===== config.mk =====
export PLATFORM = sky130hd
export DESIGN_NAME = line_clip_2d_outcode
export DESIGN_NICKNAME = d
export VERILOG_FILES = /design/src/hdl/lc2d_pkg.sv /design/src/hdl/lc2d_datapath.sv /design/src/hdl/lc2d_ctrl.sv /design/src/hdl/line_clip_2d_outcode.sv
export SDC_FILE = /design/constraint.sdc
export NUM_CORES = 2
export LEC_CHECK = 0
export ABC_CLOCK_PERIOD_IN_PS = 14470
export BUFFER_PORTS_ARGS = -buffer_cell sky130_fd_sc_hd__buf_2
export CAP_MARGIN = 20
export CELL_PAD_IN_SITES_DETAIL_PLACEMENT = 0
export CELL_PAD_IN_SITES_GLOBAL_PLACEMENT = 2
export CORE_MARGIN = 2
export CORE_UTILIZATION = 40
export CTS_BUF_LIST = sky130_fd_sc_hd__clkbuf_4
export DETAILED_ROUTE_END_ITERATION = 8
export HOLD_SLACK_MARGIN = 0.08
export PLACE_DENSITY = 0.82
export SLEW_MARGIN = 20
export SYNTH_ARGS = -nofsm -noshare
export SYNTH_HDL_FRONTEND = slang
export SYNTH_SLANG_ARGS = --single-unit

===== constraint.sdc =====
create_clock -name clk -period 14.47 [get_ports clk]
set_clock_uncertainty 0.15 [all_clocks]
set_input_delay 0.7235 -clock clk [delete_from_list [all_inputs] [get_ports clk]]
set_output_delay 0.7235 -clock clk [all_outputs]
set_load 0.03 [all_outputs]

===== src/hdl/lc2d_pkg.sv =====
package lc2d_pkg;

    localparam int MOVE_LIMIT = 8;
    localparam int MOVE_CNT_W = 4;
    localparam int QUOT_LIMIT_LOG2 = 40;

    localparam logic [3:0] OC_LEFT   = 4'h1;
    localparam logic [3:0] OC_RIGHT  = 4'h2;
    localparam logic [3:0] OC_BOTTOM = 4'h4;
    localparam logic [3:0] OC_TOP    = 4'h8;

    localparam logic ADDR_WINDOW_LOW  = 1'b0;
    localparam logic ADDR_WINDOW_HIGH = 1'b1;

    // datapath commands from the controller
    typedef struct packed {
        logic load;       // capture endpoints, compute outcodes
        logic prep;       // swap if needed, select edge, set up divide
        logic div_step;   // one restoring divide step
        logic finish;     // apply quotient, recompute outcode of endpoint 1
        logic result;     // latch result into output register
        logic result_vis; // visible flag for the result
    } lc2d_cmd_t;

    // datapath status to the controller
    typedef struct packed {
        logic all_inside;
        logic trivial_rej;
        logic div_last;
    } lc2d_sts_t;

endpackage


===== src/hdl/lc2d_datapath.sv =====
module lc2d_datapath
    import lc2d_pkg::*;
#(
    parameter int COORD_WIDTH = 16
)
(
    input  logic                          clk,
    input  logic                          rst_n,
    input  lc2d_cmd_t                     cmd,
    output lc2d_sts_t                     sts,
    input  logic signed [COORD_WIDTH-1:0] window_low,
    input  logic signed [COORD_WIDTH-1:0] window_high,
    input  logic signed [COORD_WIDTH-1:0] start_x,
    input  logic signed [COORD_WIDTH-1:0] start_y,
    input  logic signed [COORD_WIDTH-1:0] end_x,
    input  logic signed [COORD_WIDTH-1:0] end_y,
    output logic                          visible,
    output logic signed [COORD_WIDTH-1:0] out_start_x,
    output logic signed [COORD_WIDTH-1:0] out_start_y,
    output logic signed [COORD_WIDTH-1:0] out_end_x,
    output logic signed [COORD_WIDTH-1:0] out_end_y
);

    localparam int CW = COORD_WIDTH;
    localparam int DW = CW + 1;          // difference width
    localparam int PW = 2 * DW;          // product width
    localparam int SW = (CW + 2 > QUOT_LIMIT_LOG2 + 2) ? CW + 2 : QUOT_LIMIT_LOG2 + 2;
    localparam int CNT_W = $clog2(PW + 1);

    logic signed [CW-1:0] x1_reg, y1_reg, x2_reg, y2_reg;
    logic [3:0]           c1_reg, c2_reg;
    logic signed [CW-1:0] base_reg;
    logic                 axis_y_reg;   // 1: moving x to a y edge
    logic signed [CW-1:0] edge_reg;
    logic                 neg_reg;
    logic [PW-1:0]        dvd_reg;      // product magnitude, shifted out msb first
    logic [DW-1:0]        den_reg;
    logic [DW:0]          rem_reg;
    logic [PW-1:0]        quo_reg;
    logic                 zero_den_reg;
    logic [CNT_W-1:0]     cnt_reg;

    function automatic logic [3:0] outcode(
        input logic signed [CW-1:0] x, input logic signed [CW-1:0] y,
        input logic signed [CW-1:0] lo, input logic signed [CW-1:0] hi);
        logic [3:0] c;
        c = 4'h0;
        if (x < lo)      c = c | OC_LEFT;
        else if (x > hi) c = c | OC_RIGHT;
        if (y < lo)      c = c | OC_BOTTOM;
        else if (y > hi) c = c | OC_TOP;
        return c;
    endfunction

    function automatic logic [DW-1:0] magd(input logic signed [DW-1:0] v);
        return v[DW-1] ? DW'(-v) : DW'(v);
    endfunction

    // endpoint selection after optional swap
    logic                 swap;
    logic signed [CW-1:0] ax, ay, bx, by;
    logic [3:0]           ac;
    logic signed [DW-1:0] span, num, den;
    logic                 sel_y;
    logic signed [CW-1:0] edge_v;
    logic [PW-1:0]        prod;

    always_comb
    begin
        swap = (c1_reg == 4'h0);
        ax = swap ? x2_reg : x1_reg;
        ay = swap ? y2_reg : y1_reg;
        bx = swap ? x1_reg : x2_reg;
        by = swap ? y1_reg : y2_reg;
        ac = swap ? c2_reg : c1_reg;
        sel_y = ((ac & (OC_LEFT | OC_RIGHT)) == 4'h0);
        if ((ac & OC_LEFT) != 4'h0 || ((ac & OC_RIGHT) == 4'h0 && (ac & OC_BOTTOM) != 4'h0))
            edge_v = window_low;
        else
            edge_v = window_high;
        if (!sel_y)
        begin
            span = DW'(by) - DW'(ay);
            num  = DW'(edge_v) - DW'(ax);
            den  = DW'(bx) - DW'(ax);
        end
        else
        begin
            span = DW'(bx) - DW'(ax);
            num  = DW'(edge_v) - DW'(ay);
            den  = DW'(by) - DW'(ay);
        end
        // one multiplier, at most 17x17 for the default width
        prod = PW'(magd(span)) * PW'(magd(num));
    end

    // restoring division step
    logic [DW:0] rem_sh;
    logic        take;
    always_comb
    begin
        rem_sh = {rem_reg[DW-1:0], dvd_reg[PW-1]};
        take   = (rem_sh >= {1'b0, den_reg});
    end

    // quotient application with saturation and clamp
    logic [SW-1:0]        qsat;
    logic signed [SW:0]   rsum;
    logic signed [CW-1:0] newc;
    always_comb
    begin
        if (PW > QUOT_LIMIT_LOG2 && quo_reg > PW'(64'd1 << QUOT_LIMIT_LOG2))
            qsat = SW'(64'd1 << QUOT_LIMIT_LOG2);
        else
            qsat = SW'(quo_reg);
        rsum = neg_reg ? (SW+1)'(base_reg) - (SW+1)'(qsat)
                       : (SW+1)'(base_reg) + (SW+1)'(qsat);
        if (zero_den_reg)
            newc = base_reg;
        else if (rsum < -((SW+1)'(1) <<< (CW-1)))
            newc = {1'b1, {(CW-1){1'b0}}};
        else if (rsum > (((SW+1)'(1) <<< (CW-1)) - (SW+1)'(1)))
            newc = {1'b0, {(CW-1){1'b1}}};
        else
            newc = CW'(rsum);
    end

    always_ff @(posedge clk)
    begin
        if (cmd.load)
        begin
            x1_reg <= start_x;
            y1_reg <= start_y;
            x2_reg <= end_x;
            y2_reg <= end_y;
            c1_reg <= outcode(start_x, start_y, window_low, window_high);
            c2_reg <= outcode(end_x, end_y, window_low, window_high);
        end
        else if (cmd.prep)
        begin
            x1_reg <= ax;
            y1_reg <= ay;
            x2_reg <= bx;
            y2_reg <= by;
            c1_reg <= ac;
            c2_reg <= swap ? c1_reg : c2_reg;
            axis_y_reg <= sel_y;
            edge_reg <= edge_v;
            base_reg <= sel_y ? ax : ay;
            neg_reg <= (span[DW-1] ^ num[DW-1]) ^ den[DW-1];
            dvd_reg <= prod;
            den_reg <= magd(den);
            zero_den_reg <= (den == '0);
            rem_reg <= '0;
            quo_reg <= '0;
            cnt_reg <= CNT_W'(PW);
        end
        else if (cmd.div_step)
        begin
            rem_reg <= take ? (rem_sh - {1'b0, den_reg}) : rem_sh;
            quo_reg <= {quo_reg[PW-2:0], take};
            dvd_reg <= {dvd_reg[PW-2:0], 1'b0};
            cnt_reg <= cnt_reg - CNT_W'(1);
        end
        else if (cmd.finish)
        begin
            if (axis_y_reg)
            begin
                x1_reg <= newc;
                y1_reg <= edge_reg;
                c1_reg <= outcode(newc, edge_reg, window_low, window_high);
            end
            else
            begin
                x1_reg <= edge_reg;
                y1_reg <= newc;
                c1_reg <= outcode(edge_reg, newc, window_low, window_high);
            end
        end
    end

    always_ff @(posedge clk or negedge rst_n)
    begin
        if (!rst_n)
        begin
            visible <= 1'b0;
        end
        else if (cmd.result)
        begin
            visible <= cmd.result_vis;
        end
    end

    always_ff @(posedge clk)
    begin
        if (cmd.result)
        begin
            out_start_x <= cmd.result_vis ? x1_reg : '0;
            out_start_y <= cmd.result_vis ? y1_reg : '0;
            out_end_x   <= cmd.result_vis ? x2_reg : '0;
            out_end_y   <= cmd.result_vis ? y2_reg : '0;
        end
    end

    assign sts.all_inside  = ((c1_reg | c2_reg) == 4'h0);
    assign sts.trivial_rej = ((c1_reg & c2_reg) != 4'h0);
    assign sts.div_last    = (cnt_reg == CNT_W'(1));

endmodule


===== src/hdl/lc2d_ctrl.sv =====
module lc2d_ctrl
    import lc2d_pkg::*;
(
    input  logic      clk,
    input  logic      rst_n,
    input  logic      in_valid,
    output logic      in_stall,
    output logic      out_valid,
    input  logic      out_stall,
    input  lc2d_sts_t sts,
    output lc2d_cmd_t cmd
);

    typedef enum logic [2:0] {
        ST_IDLE,
        ST_TEST,
        ST_PREP,
        ST_DIV,
        ST_FINISH
    } state_t;

    state_t              state_reg, state_next;
    logic [MOVE_CNT_W-1:0] moves_reg, moves_next;
    logic                out_valid_reg, out_valid_next;
    logic                out_free;

    assign out_free  = !out_valid_reg || !out_stall;
    assign in_stall  = (state_reg != ST_IDLE);
    assign out_valid = out_valid_reg;

    always_comb
    begin
        state_next     = state_reg;
        moves_next     = moves_reg;
        out_valid_next = out_valid_reg && out_stall;
        cmd            = '0;
        unique case (state_reg)
            ST_IDLE:
            begin
                if (in_valid)
                begin
                    cmd.load   = 1'b1;
                    moves_next = '0;
                    state_next = ST_TEST;
                end
            end
            ST_TEST:
            begin
                if (sts.all_inside || sts.trivial_rej ||
                    moves_reg == MOVE_CNT_W'(MOVE_LIMIT))
                begin
                    if (out_free)
                    begin
                        cmd.result     = 1'b1;
                        cmd.result_vis = sts.all_inside;
                        out_valid_next = 1'b1;
                        state_next     = ST_IDLE;
                    end
                end
                else
                begin
                    state_next = ST_PREP;
                end
            end
            ST_PREP:
            begin
                cmd.prep   = 1'b1;
                state_next = ST_DIV;
            end
            ST_DIV:
            begin
                cmd.div_step = 1'b1;
                if (sts.div_last)
                    state_next = ST_FINISH;
            end
            ST_FINISH:
            begin
                cmd.finish = 1'b1;
                moves_next = moves_reg + MOVE_CNT_W'(1);
                state_next = ST_TEST;
            end
            default:
            begin
                state_next = ST_IDLE;
            end
        endcase
    end

    always_ff @(posedge clk or negedge rst_n)
    begin
        if (!rst_n)
        begin
            state_reg     <= ST_IDLE;
            moves_reg     <= '0;
            out_valid_reg <= 1'b0;
        end
        else
        begin
            state_reg     <= state_next;
            moves_reg     <= moves_next;
            out_valid_reg <= out_valid_next;
        end
    end

endmodule


===== src/hdl/line_clip_2d_outcode.sv =====
// Cohen-Sutherland clipping of one 2-D segment against a square window.
// Input channel: in_valid/in_stall carry start_x, start_y, end_x, end_y; a
// transaction happens when in_valid is high and in_stall low at a clock edge.
// Output channel: out_valid/out_stall carry visible and the clipped endpoints,
// possibly swapped; rejected segments give zero coordinates.
// Window bounds come from an APB port: window_low at 0x0, window_high at 0x4.
// A trivially accepted or rejected segment goes from ST_TEST straight to its
// result; each edge move runs through ST_PREP, ST_DIV and ST_FINISH and back
// to ST_TEST; at most 8 moves.
// The moves run through one shared restoring divider, one quotient bit a
// cycle; that divider sets the rate. One segment is in work at a time, so
// in_stall is high from acceptance until the result is loaded.
// The result sits in an output register; a stalled receiver holds it there,
// and the next segment is taken and worked on meanwhile, waiting only to
// load its own result.
// Reset (rst_n, asynchronous, active low) empties the output register and
// sets the window to -2048..2047.
module line_clip_2d_outcode
    import lc2d_pkg::*;
#(
    parameter int COORD_WIDTH = 16
)
(
    input  logic                          clk,
    input  logic                          rst_n,
    input  logic                          psel,
    input  logic                          penable,
    input  logic                          pwrite,
    input  logic [2:0]                    paddr,
    input  logic [31:0]                   pwdata,
    output logic [31:0]                   prdata,
    output logic                          pready,
    input  logic                          in_valid,
    output logic                          in_stall,
    input  logic signed [COORD_WIDTH-1:0] start_x,
    input  logic signed [COORD_WIDTH-1:0] start_y,
    input  logic signed [COORD_WIDTH-1:0] end_x,
    input  logic signed [COORD_WIDTH-1:0] end_y,
    output logic                          out_valid,
    input  logic                          out_stall,
    output logic                          visible,
    output logic signed [COORD_WIDTH-1:0] out_start_x,
    output logic signed [COORD_WIDTH-1:0] out_start_y,
    output logic signed [COORD_WIDTH-1:0] out_end_x,
    output logic signed [COORD_WIDTH-1:0] out_end_y
);

    logic signed [COORD_WIDTH-1:0] window_low_reg, window_high_reg;
    lc2d_cmd_t cmd;
    lc2d_sts_t sts;
    logic      wr_en;

    assign pready = 1'b1;
    assign wr_en  = psel && penable && pwrite;

    // register file; only the low COORD_WIDTH bits are kept
    always_ff @(posedge clk or negedge rst_n)
    begin
        if (!rst_n)
        begin
            window_low_reg  <= COORD_WIDTH'(-2048);
            window_high_reg <= COORD_WIDTH'(2047);
        end
        else if (wr_en && paddr[1:0] == 2'b00)
        begin
            if (paddr[2] == ADDR_WINDOW_LOW)
                window_low_reg <= pwdata[COORD_WIDTH-1:0];
            else
                window_high_reg <= pwdata[COORD_WIDTH-1:0];
        end
    end

    always_comb
    begin
        if (paddr[2] == ADDR_WINDOW_HIGH)
            prdata = 32'(window_high_reg);
        else
            prdata = 32'(window_low_reg);
    end

    lc2d_ctrl u_ctrl (
        .clk       (clk),
        .rst_n     (rst_n),
        .in_valid  (in_valid),
        .in_stall  (in_stall),
        .out_valid (out_valid),
        .out_stall (out_stall),
        .sts       (sts),
        .cmd       (cmd)
    );

    lc2d_datapath #(
        .COORD_WIDTH (COORD_WIDTH)
    ) u_datapath (
        .clk         (clk),
        .rst_n       (rst_n),
        .cmd         (cmd),
        .sts         (sts),
        .window_low  (window_low_reg),
        .window_high (window_high_reg),
        .start_x     (start_x),
        .start_y     (start_y),
        .end_x       (end_x),
        .end_y       (end_y),
        .visible     (visible),
        .out_start_x (out_start_x),
        .out_start_y (out_start_y),
        .out_end_x   (out_end_x),
        .out_end_y   (out_end_y)
    );

endmodule


Word level (Yosys, flattened, before mapping) --
Index checks and enable logic that the tools add are counted.
Word-level totals: register bits after elaboration 320, latch bits 0, bits in writable memories 0, memory bits (read-only) 0, input bits 106, output and inout port bits 100, word-level logic and storage cells 187, memories kept 0
Cells by class: add/subtract/negate cells 12, multiply operators 1, div/mod/pow operators 0, magnitude comparators 15, eq/ne operators 11, shift operators 0, mux-type cells 80, bitwise logic cells 6, reduce and logical (&&, ||, !) cells 34
Operators with widths (number):
- two-way mux 16 bit | 24
- two-way mux 17 bit | 7
- two-way mux 34 bit | 3
- > comparator 16 bit | 6
- less-than comparator 16 bit | 6
- two-way mux 4 bit | 22
- subtractor 16 x 16 -> 17 bit | 4
- negation 17 bit | 3
- > comparator 43 x 16 -> 1 bit, second input constant | 1
- less-than comparator 43 x 16 -> 1 bit, second input constant | 1
- two-way mux 43 bit | 1
- adder 16 x 35 -> 36 bit | 1
- subtractor 16 x 35 -> 36 bit | 1
- multiplier 17 x 17 -> 34 bit | 1
- two-way mux 32 bit | 1
- greater-or-equal comparator 18 x 17 -> 1 bit | 1
- zero test 17 bit | 1
- subtractor 17 bit | 1
- zero test 4 bit | 4
- case mux 3 bit (5 select lines) | 1
- two-way mux 2 bit | 7
- AND reduction 2 bit | 7
- two-way mux 3 bit | 4
- two-way mux 1 bit | 8
- 25 further kinds | 43

Depth between registers and ports, before layout --
depth after elaboration 16, depth in mapped cells 51, mapped depth without buffers 44

Hierarchy --
A second synthesis with hierarchy kept.
Unflattened totals: cell total of the unflattened synthesis 3955, area total of the unflattened synthesis 36336.1 sq um
By module, submodules not included:
- lc2d_datapath | instances 1, cells an instance 3798, area each 34212.8 sq um, seq. area each 8403.1 sq um
- line_clip_2d_outcode | instances 1, cells an instance 107, area each 1615.3 sq um, seq. area each 820.8 sq um
- lc2d_ctrl | instances 1, cells an instance 50, area each 508.0 sq um, seq. area each 200.2 sq um

Worst setup path before layout --
Ideal clock, no wire load.
path kind reg-to-reg, start point register u_datapath.c1_reg[2], end point register u_datapath.dvd_reg[32] (data pin), setup time 0.270 ns, arrival 12.492 ns, data required time 14.050 ns, setup slack 1.558 ns, cell stages (with the launch flop) 49, path buffers 8, clock period less this slack 12.912 ns, cell sequence edfxtp_1 -> o31ai_2 -> clkinv_1 -> buf_6 -> buf_6 -> buf_6 -> clkbuf_1 -> clkbuf_1 -> buf_1 -> mux2i_1 -> ha_1 -> inv_1 -> fa_1 -> a21o_1 -> a21o_1 -> a21boi_1 -> o31ai_1 -> a21o_1 -> [... 13 more ...] -> fa_1 -> fa_1 -> fa_1 -> inv_1 -> fa_1 -> ha_1 -> a21o_1 -> a21oi_1 -> inv_1 -> a2111oi_0 -> and4_1 -> a22oi_1 -> a41o_1 -> o41ai_1 -> o21ai_0 -> a21oi_1 -> xor2_1 -> o21ai_0
On the way: longest elaborated chain between the ends 12, elaborated cells between the ends (all ways) 23, classes of those cells add/sub: 6; mul: 1; mux: 11; reduce/logical: 5
RTL lines:
- start, declared | line lc2d_datapath.sv:31 | logic [3:0] c1_reg, c2_reg;
- start signal, assigned | line lc2d_datapath.sv:136 | c1_reg <= outcode(start_x, start_y, window_low, window_high);
- start signal, assigned | line lc2d_datapath.sv:171 | c1_reg <= outcode(newc, edge_reg, window_low, window_high);
- start signal, assigned | line lc2d_datapath.sv:177 | c1_reg <= outcode(edge_reg, newc, window_low, window_high);
- zero test 4 bit | line lc2d_datapath.sv:70 | swap = (c1_reg == 4'h0);
- two-way mux 4 bit | line lc2d_datapath.sv:75 | ac = swap ? c2_reg : c1_reg;
- zero test 4 bit | line lc2d_datapath.sv:77 | if ((ac & OC_LEFT) != 4'h0 || ((ac & OC_RIGHT) == 4'h0 && (ac & OC_BOTTOM) != 4'h0))
- logical AND 1 bit | line lc2d_datapath.sv:77
- logical OR 1 bit | line lc2d_datapath.sv:77
- two-way mux 16 bit | line lc2d_datapath.sv:77
- subtractor 16 x 16 -> 17 bit, on equally long branches | line lc2d_datapath.sv:84, lc2d_datapath.sv:90
- two-way mux 17 bit | line lc2d_datapath.sv:81 | if (!sel_y)
- negation 17 bit | line lc2d_datapath.sv:56 | return v[DW-1] ? DW'(-v) : DW'(v);
- two-way mux 17 bit | line lc2d_datapath.sv:56
- multiplier 17 x 17 -> 34 bit (*) | line lc2d_datapath.sv:94 | prod = PW'(magd(span)) * PW'(magd(num));
- two-way mux 34 bit (*) | line lc2d_datapath.sv:139 | else if (cmd.prep)
- end signal, assigned | line lc2d_datapath.sv:151 | dvd_reg <= prod;
- end signal, assigned | line lc2d_datapath.sv:162 | dvd_reg <= {dvd_reg[PW-2:0], 1'b0};
- end, declared | line lc2d_datapath.sv:36 | logic [PW-1:0] dvd_reg;
Every way passes the cells marked *; elsewhere a longest branch is shown, timed or not. The select of a mux whose other input is x is not followed. A chain may end at the register's enable or synchronous reset.

Final worst setup path --
start point register u_datapath.c1_reg[1], end point register u_datapath.dvd_reg[32] (data pin)
The elaborated chain is that of the path after synthesis.

==> reports/metrics.csv <==
stage;metric;value;unit
sta;RSZ-0062 raised after global routing;false;
place;I/O Buffers;188;
place;Placed Cells;5745;
global_route;first-pass GRT wire length;208000;µm
synthesis;synthesis warning total;0;
cts;Reg clk slew, reported paths;80;ps
die;die span in y;313;µm
global_route;initial antenna violation count;8;
sta;Worst-Margin Slew;1120;ps
flow_run;MaxCap Viol Count;0;
cells_and_area;Register Area;9420;µm²
sta;crit share post-route;0.914;
drt;via count;34100;
hold_path;worst hold path type;primary input to register;
setup_path;crit end category;register;
drt;Initial DRT Pass Iterations;7;
drt;routed wire length;136000;µm
global_route;vias in the first global route;33300;
cts;Post-CTS Resized;0;
synthesis;Seq/Total Area, Yosys;0.246;
setup_path;CP Launch Type;register;
die;Initial Util;0.403;
place;gpl congestion;0.938;
synthesis;Yosys reg bits;320;
die;I/O Pins;206;
cts;CTS Root Cell;clkbuf_4;
setup_path;CP max stage delay;830;ps
cells_and_area;layout cells sized above 1;0.112;
sta;relative slew slack;0.246;
drt;Post-route DRC;0;
global_route;total track usage;0.278;
die;Die Width;313;µm
cells_and_area;Fill cells;9621;
sta;Achievable Freq;75.6;MHz
sta;Final Max Tran Viols;0;
synthesis;Avg Inst Size Synth;8.60;µm²
drt;Starting DRT DRC Count;3221;
cts;CTS Buffer Depth;3;
cts;Sink Count;320;
die;Core Box Area;94900;µm²
synthesis;Mapped Cells;4449;
cells_and_area;fin util;0.443;
synthesis;most used flip-flop cell after synthesis;edfxtp_1;
synthesis;asr flop ratio synth;0.128;
global_route;GR Overflow Total;0;
setup_path;CP Class;register to register;
drt;Detail Route Antenna Nets;0;
global_route;largest net degree at the start of global routing;94;
synthesis;Synth Cell Area;38300;µm²
synthesis;EDFF count, synth;279;
setup_path;Critical Path AT;13790;ps
place;DP Wirelength;104000;µm
cells_and_area;final net count;5325;
status;status;finished, final reports clean;
die;Die ar.;98200;µm²
cts;H-tree depth;3;
drt;Routed WL per cell;22.8;µm
synthesis;Yosys cell types;108;
drt;drt via density;5.72;
sta;Fin. Hold Viols;0;
die;Std-Cell Rows;113;
synthesis;syn nets;5155;
cts;TritonCTS buffer count;99;
cells_and_area;P&R area growth vs syn;9.80;%
cts;worst skew pair latency;1010;ps
cells_and_area;Finished Layout Cells;5970;
sta;Tmin final;13230;ps
cts;TritonCTS clock tree;done;
setup_path;Crit path required time;15020;ps
sta;final setup vio count;0;
setup_path;worst-path fanout max;31;
setup_path;CP max stage cell;a2111oi_0;
cts;setup repair bufs after CTS;0;
sta;Final TNS setup;0;ps
cells_and_area;area of the multi-input gates;26400;µm²
-- cell families (layout without fill, tap and decap cells) --
family,after synthesis,count (layout),synth area share
buf+inv,643,893,0.0680
other cells,1,7,0.0000980
mux,81,81,0.0218
xor+xnor,172,172,0.0394
simple gates,1608,1608,0.206
compound gates,1020,1020,0.177
fa+ha+maj,604,604,0.242
flops,320,320,0.246
-- through the flow --
stage | hold slack (ps) | cell area [µm²] | worst slack (ps)
after floorplan | 278 | 38300 | 1560
after global placement | 325 | 40400 | 1360
after detailed placement | 326 | 40400 | 1290
after CTS | 81.1 | 42000 | 1240
after global routing | 112 | 42000 | 412
final | 152 | 42000 | 1240
-- layer usage --
metal	track usage	up-vias	wire, µm
met1	0.400	16600	62600
met5	0	-	31
met2	0.427	1302	59100
met4	0.0788	4	3560
met3	0.0480	193	10800
li1	-	16000	-
-- worst max-delay path: cells and delay by family (launching register included) --
family | cells | cell delay (ps)
DFF | 1 | 550
and+or+nand+nor | 7 | 2640
buffers and inverters | 7 | 610
muxes | 1 | 380
AOI/OAI and AO/OA | 14 | 3660
adders and majority gates | 9 | 3890
xor gates and xnor gates | 3 | 1060
-- synth_stat cells, drive strengths merged (12+ instances only) --
master	count	area, µm²
a2111oi	18	179
a211o	16	140
a211oi	41	318
a21boi	22	165
a21o	112	841
a21oi	215	1090
a221oi	19	166
a22oi	13	97.6
a31o	12	105
a31oi	65	413
and2	163	1020
and3	38	239
buf	69	449
clkbuf	150	563
dfrtp	25	626
dfstp	16	420
edfxtp	279	8380
fa	227	4540
ha	373	4670
inv	423	1590
mux2	16	184
mux2i	65	651
nand2	548	2080
nand2b	90	563
nand3	86	430
nand4	55	344
nor2	332	1250
nor2b	77	482
nor3	84	453
nor4	33	240
o211ai	26	195
o21a	59	443
o21ai	257	1290
o22ai	16	106
o31ai	26	214
or2	13	81.3
or3	23	144
or4	12	90.1
xnor2	113	990
xor2	59	517
-- final timing paths --
kind	startpoint	to	slack, ps	cells after the start
worst min register to register	u_datapath.dvd_reg[1]	u_datapath.dvd_reg[2]	300	2
worst max register to register	u_datapath.c1_reg[1]	u_datapath.dvd_reg[32]	1240	41
worst max-delay path	u_datapath.c1_reg[1]	u_datapath.dvd_reg[32]	1240	41
max in group asynchronous	rst_n	u_ctrl.out_valid	13400	3
worst min-delay path	end_x[6]	u_datapath.x2_reg[6]	150	3
min in group asynchronous	rst_n	window_low_reg[10]	270	3
-- cell type report --
class	count	share of cell area
repair buffers	288	0.0428
flip-flops and latches	320	0.224
clock inverters	43	0.00450
clock buffers	138	0.0247
multi-input cells	3486	0.628
diodes	6	0.000357
well taps	1265	0.0377
inverters	424	0.0380
-- cells in the final DEF (no fill, tap or decap), types with 38 or more instances in the layout --
cell type      count
a21oi_1          211
nand2b_1          89
fa_1             227
nand2_1          537
xor2_1            59
buf_4             61
buf_2            188
dlygate4sd3_1     38
nand4_1           55
nor2b_1           77
o21a_1            59
edfxtp_1         279
nor3_1            80
mux2i_1           65
xnor2_1          109
clkbuf_4         138
a31oi_1           64
nand3_1           86
a211oi_1          39
ha_1             373
inv_1            420
and2_1           163
a21o_1           112
o21ai_0          246
nor2_1           330
-- what timing repair did --
action                     in CTS  in global routing
hold buffers                   38                  0
hold endpoints to repair       93                  0
setup endpoints to repair       0                  0
Power is not shown: default switching activity piles up to over one toggle a cycle in this logic, so the estimate is an artifact.
